[src/rtl/functional_graph_cycle_min_cost_core_defines.svh]
// Assertion macros shared by the functional graph cycle cost core.
`ifndef FUNCTIONAL_GRAPH_CYCLE_MIN_COST_CORE_DEFINES_SVH
`define FUNCTIONAL_GRAPH_CYCLE_MIN_COST_CORE_DEFINES_SVH

// Same-cycle implication, checked on every rising clk outside reset.
`define FGCM_ASSERT_NOW(lbl, ante, cons, msg) \
  lbl: assert property (@(posedge clk) disable iff (rst) (ante) |-> (cons)) else $error(msg);

// Next-cycle implication.
`define FGCM_ASSERT_NEXT(lbl, ante, cons, msg) \
  lbl: assert property (@(posedge clk) disable iff (rst) (ante) |=> (cons)) else $error(msg);

`endif

[src/rtl/fgcm_pkg.sv]
// Package: sizes, microcode step and control word types, and the microcode table.
package fgcm_pkg;

  localparam int MAX_NODES = 1024;
  localparam int COST_BITS = 32;

  localparam int SUCC_W     = 10;
  localparam int IN_COST_W  = 32;
  localparam int TOTAL_W    = 42;
  localparam int IN_DATA_W  = 48;
  localparam int OUT_DATA_W = 48;

  localparam int IDX_W = $clog2(MAX_NODES);
  localparam int CNT_W = $clog2(MAX_NODES + 1);
  localparam int CMP_W = (SUCC_W > CNT_W) ? SUCC_W : CNT_W;
  localparam int SUM_W = ((TOTAL_W > COST_BITS) ? TOTAL_W : COST_BITS) + 1;

  localparam int STEP_W = 4;

  typedef enum logic [STEP_W-1:0] {
    ST_EMIT  = 4'd0,
    ST_LOAD  = 4'd1,
    ST_CHK   = 4'd2,
    ST_START = 4'd3,
    ST_TEST  = 4'd4,
    ST_STEP  = 4'd5,
    ST_CLOSE = 4'd6,
    ST_CINIT = 4'd7,
    ST_CMIN  = 4'd8,
    ST_ADD   = 4'd9,
    ST_NEXT  = 4'd10
  } step_t;

  typedef enum logic [3:0] {
    C_NONE,
    C_ALWAYS,
    C_NOT_LAST,
    C_BAD,
    C_DONE,
    C_MARKED,
    C_NOT_OWN,
    C_LOOP_END,
    C_NOT_LOOP_END,
    C_OUT_BUSY
  } cond_t;

  typedef enum logic [1:0] {
    ADDR_S,
    ADDR_V,
    ADDR_NXT
  } addr_sel_t;

  typedef enum logic [1:0] {
    V_HOLD,
    V_FROM_S,
    V_FROM_NXT
  } vsrc_t;

  typedef struct packed {
    logic      in_rdy;
    addr_sel_t addr_sel;
    vsrc_t     v_src;
    logic      s_clr;
    logic      s_inc;
    logic      id_ld;
    logic      mark_wr;
    logic      best_ld;
    logic      best_min;
    logic      tot_clr;
    logic      tot_add;
    logic      emit;
    cond_t     cond;
    step_t     target;
  } ctrl_t;

  typedef struct packed {
    logic last_beat;
    logic bad;
    logic done;
    logic marked;
    logic own;
    logic loop_end;
    logic out_busy;
  } flags_t;

  // Microcode table: one control word per step; a false condition falls through.
  function automatic ctrl_t ucode(input step_t st);
    ctrl_t cw;
    cw = '0;
    case (st)
      ST_EMIT: begin
        cw.emit   = 1'b1;
        cw.cond   = C_OUT_BUSY;
        cw.target = ST_EMIT;
      end
      ST_LOAD: begin
        cw.in_rdy = 1'b1;
        cw.cond   = C_NOT_LAST;
        cw.target = ST_LOAD;
      end
      ST_CHK: begin
        cw.s_clr   = 1'b1;
        cw.tot_clr = 1'b1;
        cw.cond    = C_BAD;
        cw.target  = ST_EMIT;
      end
      ST_START: begin
        cw.addr_sel = ADDR_S;
        cw.v_src    = V_FROM_S;
        cw.id_ld    = 1'b1;
        cw.cond     = C_DONE;
        cw.target   = ST_EMIT;
      end
      ST_TEST: begin
        cw.addr_sel = ADDR_V;
        cw.mark_wr  = 1'b1;
        cw.cond     = C_MARKED;
        cw.target   = ST_CLOSE;
      end
      ST_STEP: begin
        cw.addr_sel = ADDR_NXT;
        cw.v_src    = V_FROM_NXT;
        cw.cond     = C_ALWAYS;
        cw.target   = ST_TEST;
      end
      ST_CLOSE: begin
        cw.addr_sel = ADDR_V;
        cw.cond     = C_NOT_OWN;
        cw.target   = ST_NEXT;
      end
      ST_CINIT: begin
        cw.addr_sel = ADDR_NXT;
        cw.best_ld  = 1'b1;
        cw.cond     = C_LOOP_END;
        cw.target   = ST_ADD;
      end
      ST_CMIN: begin
        cw.addr_sel = ADDR_NXT;
        cw.best_min = 1'b1;
        cw.cond     = C_NOT_LOOP_END;
        cw.target   = ST_CMIN;
      end
      ST_ADD: begin
        cw.tot_add = 1'b1;
        cw.cond    = C_NONE;
        cw.target  = ST_NEXT;
      end
      ST_NEXT: begin
        cw.s_inc  = 1'b1;
        cw.cond   = C_ALWAYS;
        cw.target = ST_START;
      end
      default: begin
        cw.cond   = C_ALWAYS;
        cw.target = ST_LOAD;
      end
    endcase
    return cw;
  endfunction

endpackage

[src/rtl/fgcm_seq.sv]
// Microcode sequencer: step counter, control word lookup and conditional jumps.
module fgcm_seq import fgcm_pkg::*; (
  input  logic   clk,
  input  logic   rst,
  input  flags_t flags,
  output ctrl_t  cw
);

  step_t pc;
  step_t pc_next;
  logic  take;

  always_ff @(posedge clk) begin
    if (rst) begin
      pc <= ST_LOAD;
    end else begin
      pc <= pc_next;
    end
  end

  // Output: control word of the current step.
  always_comb begin
    cw = ucode(pc);
  end

  // Next step.
  always_comb begin
    case (cw.cond)
      C_NONE:         take = 1'b0;
      C_ALWAYS:       take = 1'b1;
      C_NOT_LAST:     take = !flags.last_beat;
      C_BAD:          take = flags.bad;
      C_DONE:         take = flags.done;
      C_MARKED:       take = flags.marked;
      C_NOT_OWN:      take = !flags.own;
      C_LOOP_END:     take = flags.loop_end;
      C_NOT_LOOP_END: take = !flags.loop_end;
      C_OUT_BUSY:     take = flags.out_busy;
      default:        take = 1'b0;
    endcase
    pc_next = take ? cw.target : step_t'(pc + STEP_W'(1));
  end

endmodule

[config.mk]
export PLATFORM = sky130hd
export DESIGN_NAME = fgcm_seq
export DESIGN_NICKNAME = d
export VERILOG_FILES = /design/src/rtl/functional_graph_cycle_min_cost_core_defines.svh /design/src/rtl/fgcm_pkg.sv /design/src/rtl/fgcm_seq.sv
export SDC_FILE = /design/constraint.sdc
export NUM_CORES = 1
export LEC_CHECK = 0
export ABC_AREA = 0
export BUFFER_PORTS_ARGS = -buffer_cell sky130_fd_sc_hd__buf_2
export CAP_MARGIN = 10
export CORE_UTILIZATION = 40
export DETAILED_ROUTE_END_ITERATION = 8
export GPL_TIMING_DRIVEN = 1
export PLACE_DENSITY = 0.79
export SYNTH_ARGS = -nofsm -noshare
export SYNTH_HDL_FRONTEND = slang
export SYNTH_SLANG_ARGS = --single-unit
[constraint.sdc]
create_clock -name clk -period 2.1 [get_ports clk]
set_input_delay 0.42 -clock clk [delete_from_list [all_inputs] [get_ports clk]]
set_output_delay 0.42 -clock clk [all_outputs]
set_load 0.01 [all_outputs]
* Yosys cells after proc, flatten, opt, wreduce, memory -nomap -nowiden
Cells that the tools add are included.
** Word-level totals
- Register bits :: 4
- Bits in latches :: 0
- Memory bits (writable) :: 0
- Memory bits (read-only) :: 0
- Bits of input ports :: 9
- Output and inout bits :: 22
- Logic and storage cells :: 41
- Memories kept :: 0
** Cells by class
- $add $sub $neg :: 1
- Multipliers :: 0
- Divide/modulo/power cells :: 0
- $lt $le $gt $ge :: 0
- Eq/ne operators :: 19
- Shift-type cells :: 0
- Mux-type cells :: 14
- Bitwise gates (word level) :: 0
- Reduce and logical (&&, ||, !) cells :: 6
** Operators by type and width (number)
- case mux 8 bit (11 select lines) :: 1
- equality test 4 x 3 -> 1 bit, second input constant :: 8
- equality test 4 bit, second input constant :: 5
- equality test 4 x 2 -> 1 bit, second input constant :: 4
- 2-to-1 mux 1 bit :: 9
- case mux 1 bit (9 select lines) :: 1
- equality test 4 x 1 -> 1 bit, second input constant :: 2
- case mux 2 bit (2 select lines) :: 2
- adder 4 x 1 -> 4 bit, second input constant :: 1
- zero test 4 bit :: 1
- 2-to-1 mux 4 bit :: 1
- zero test 1 bit :: 3
- OR reduction 3 bit :: 1
- OR reduction 2 bit :: 1

* Logic depth before layout (Yosys ltp)
- Depth after elaboration :: 5
- Gate-level depth with buffers :: 9
- Mapped depth without buffers :: 8

* Worst setup path after synthesis
OpenSTA, ideal clock, no wires.
- Kind :: reg2reg
- From :: reg pc[0]
- To :: reg pc[2]
- Setup time :: 121 ps
- Arrival :: 2141 ps
- Setup slack :: -163 ps
- Stages on the path, launching flop included :: 10
- Buffers on the path :: 1
- Period minus slack after synthesis :: 2263 ps
- Cells stage by stage :: dfxtp_1 inv_1 ha_1 buf_2 nand3b_1 inv_1 a211oi_4 mux2i_1 o2111ai_2 mux2_4
** RTL lines
- start, declared :: line fgcm_seq.sv:9 : step_t pc;
- start signal, assigned :: line fgcm_seq.sv:17 : pc <= pc_next;

* Worst setup path after layout
- From :: reg pc[1]
- To :: reg pc[3]
** Between the ends
- Longest elaborated chain between the ends :: 5
- Elaborated cells between the ends (all ways) :: 24
** RTL lines
- equality test 4 bit, or another cell as far along :: line fgcm_pkg.sv:90 : case (st)
- case mux 8 bit (11 select lines) :: line fgcm_pkg.sv:90
- equality test 4 bit, or another cell as far along :: line fgcm_seq.sv:28 : case (cw.cond)
- case mux 1 bit (9 select lines) :: line fgcm_seq.sv:28
- 2-to-1 mux 4 bit (*) :: line fgcm_seq.sv:41 : pc_next = take ? cw.target : step_t'(pc + STEP_W'(1));
Every way passes the cells marked *; elsewhere a longest branch is shown, timed or not.
A chain may end at the register's enable or synchronous reset.

==> impl_metrics.csv <==
group,metric,value,unit
outcome,status,"finished with violations",
outcome,violations,"setup timing",
detailed_routing,drt_iter0_markers,13,
floorplan,die_y,44.23,µm
global_route,antenna_found_initial,0,
sta,layout_setup_ws,-0.02278,ns
finish,drive_gt1_share,52.94,%
placement,port_buffers,30,
synthesis,yosys.area_share.xor_xnor,2.456,%
synthesis,ys.flop_type,"dfxtp_1",
global_route,grt_max_degree,11,
sta,hold_viol_final,0,
synthesis,yosysTopAreaCellShare,11.23,%
worst_setup_path,arrival,2.28,ns
sta,drv_slew,0,
sta,rsz0062_at_grt,"true",
detailed_routing,drc,0,
placement,dpl.hpwl,1558,µm
synthesis,synth_top_family_by_area,"simple AND/OR/NAND/NOR gates",
finish,largest_reg_flops,4,
worst_hold_path,hold_path.class,"in2reg",
synthesis,synth_seq_cells,4,
synthesis,synth-edff-count,0,
synthesis,synth_cell_type_count,34,
detailed_routing,wl_per_cell,13.74,µm
sta,slew_headroom,75.72,%
synthesis,syn_nets,109,
synthesis,synthMuxAreaShare,13.51,%
worst_setup_path,startpoint_type,"flop",
finish,final_area,1081,µm²
sta,finalCritPeriodShare,101.1,%
synthesis,synthSimpleGateAreaFrac,30.70,%
global_route,grt_overflow,0,
finish,fill_cells,136,
clock_network,cts-root-buf,"clkbuf_4",
synthesis,synth.top_cells.by_area,"dfxtp_1 (11%), mux2i_1 (9.8%), nor2_1 (7.9%), ha_1 (7.0%), buf_4 (5.3%)",
floorplan,io_pins,31,
detailed_routing,viasPerCell,5.316,
pwr,p_leak,0.5331,nW
sta,tightest_slew,0.3638,ns
synthesis,synth_compound_area_share,22.46,%
global_route,grt_pass1_vias,688,
synthesis,ys_seq_area_share,11.23,%
global_route,grt_usage,20.65,%
pwr,power.density,1582,nW/µm²
clock_network,clock_sinks,4,
clock_network,clk_pin_slew,0.05,ns
sta,finalSetupViolCount,3,
synthesis,synth-adder-area-share,7.018,%
pwr,vdd_drop_max,0.0008325,V
worst_setup_path,cp_num_buf_inv,2,
finish,areaGrowthSynthToFinish,51.58,%
sta,fmax,471.1,MHz
synthesis,syn_inst,96,
finish,max_flop_register,"pc",
placement,gp_congestion,0.8640,
worst_setup_path,cp_max_fo,5,
floorplan,initial_utilization,45.24,%
clock_network,insertion_delay,0.24,ns
clock_network,cts_made_buffers,3,
finish,final_util,68.57,%
clock_network,clock_path_buffers,2,
synthesis,ys_warn_count,0,
detailed_routing,first_pass_iters,6,
detailed_routing,num_vias,808,
worst_setup_path,cpLargestDelayFamily,"compound AO/OA/AOI/OAI gates",
worst_setup_path,max_stage_delay,0.39,ns
flow_run,cap_violations,0,
synthesis,synth.largest_area_cell,"dfxtp_1",
synthesis,postSynthAreaPerCell,7.429,µm²
clock_network,cts_tree,"done",
worst_setup_path,required,2.26,ns
placement,place_area,940.9,µm²
synthesis,ys_async_sr_fraction,0,%
synthesis,yosysMostFrequentCell,"nor2_1",
floorplan,die_w,44.23,µm
global_route,grt_pass1_wl,3077,µm
sta,worst_clock_skew,0.01092,ns
finish,reg_top3,"pc x4",
worst_setup_path,crit_path_cell_trace,"inv_4 -> ha_4 -> o21ai_0 -> nand2b_1 -> a2111oi_4 -> o31ai_2 -> o2111ai_2 -> buf_4 -> mux2i_1",
floorplan,dieArea,1956,µm²
sta,min_period,2.123,ns
worst_setup_path,cp-end-kind,"flop",
finish,final_nets,151,
detailed_routing,final_antenna_net_count,0,
detailed_routing,drt_wl_total,2088,µm
worst_setup_path,crit_type,"reg2reg",
worst_setup_path,crit_path_top_delay_cell,"dfxtp_4",
floorplan,row_count,14,
finish,n_antenna_cell,0,
synthesis,synth_common_cells,"nor2_1 (15), inv_1 (9), mux2i_1 (7)",
floorplan,core_area,1577,µm²
synthesis,synth_area,713.2,µm²
clock_network,htreeDepth,1,
## repair_timing
action | 4_1_cts | 5_1_grt
setup buffers | 0 | 4
hold buffers | 0 | 0
pin swaps | 0 | 7
endpoints found under the setup margin | 4 | 7
cloned | 0 | 0
hold endpoints to repair | 0 | 0
gates resized for setup | 3 | 15
## worst reg2reg max path, cell delays in order (launching register included)
cell       delay [ns]
dfxtp_4          0.39
inv_4            0.06
ha_4             0.18
o21ai_0          0.29
nand2b_1         0.16
a2111oi_4        0.38
o31ai_2          0.13
o2111ai_2        0.12
buf_4            0.18
mux2i_1          0.18
## area by class of cell
| class | instances | area, µm² | share of cell area [%] |
|---|---|---|---|
| multi-input cells | 74 | 635.6 | 58.80 |
| repair buffers | 46 | 274.0 | 25.35 |
| flip-flops and latches | 4 | 87.58 | 8.102 |
| inverters | 9 | 41.29 | 3.819 |
| clock buffers | 3 | 22.52 | 2.083 |
| well taps | 16 | 20.02 | 1.852 |
## power by group
| part | total [mW] | switching (mW) | internal (mW) | leakage [nW] |
|---|---|---|---|---|
| Combinational | 1.43 | 0.722 | 0.706 | 0.486 |
| Clock | 0.102 | 0.0379 | 0.0644 | 0.0138 |
| Sequential | 0.180 | 0.0680 | 0.112 | 0.0336 |
## stage by stage
stage | TNS [ns] | power, mW | hold WS, ns | instances | worst slack, ns
finish | -0.03574 | 1.710 | 0.5027 | 152 | -0.02278
global route | -0.5839 | 1.841 | 0.5342 | 152 | -0.1735
CTS | 0 | 1.559 | 0.5069 | 148 | 0.007030
detailed placement | -0.1010 | 1.420 | 0.6011 | 145 | -0.02936
global placement | 0 | 1.399 | 0.5812 | 145 | 0.03416
floorplan | 0 | 1.043 | 0.5591 | 96 | 0.003795
## cells by family after synthesis
group / Yosys count
AND/OR/NAND/NOR: 40
AO/OA/AOI/OAI: 19
buffers and inverters: 18
multiplexers: 9
adder cells (fa/ha/maj): 4
flip-flops: 4
XOR/XNOR: 2
## layout by cell type (no fill, tap or decap), types with 2 or more instances in the layout
cell and instances:
buf_2 30, mux2_4 2, nor2_1 14, o21ai_0 6
buf_4 15, dfxtp_1 2, ha_4 4, a21oi_1 3
and2_1 4, dfxtp_4 2, mux2i_1 7, inv_1 5
nor3_1 4, nand2b_1 3, xnor2_1 2, nand2_1 4
inv_4 3, clkbuf_4 3, a2111oi_4 2, nand3_1 2
## final timing paths
path / endpoint / from / depth (start not counted) / slack [ns]
min: pc[0]$_SDFF_PP1_ / rst / 3 / 0.50
min reg2reg: pc[0]$_SDFF_PP1_ / pc[0]$_SDFF_PP1_ / 3 / 0.65
max: pc[3]$_SDFF_PP0_ / pc[1]$_SDFF_PP0_ / 9 / -0.02
max reg2reg: pc[3]$_SDFF_PP0_ / pc[1]$_SDFF_PP0_ / 9 / -0.02
## per-layer routing
layer | up-vias | global-route usage, % | routed length, µm
li1 | 408 | - | -
met2 | 19 | 36.76 | 1041
met4 | 0 | 3.636 | 21
met1 | 379 | 26.85 | 966
met5 | - | 0 | 0
met3 | 2 | 2.449 | 58
Power figures use the tool's default switching activity.
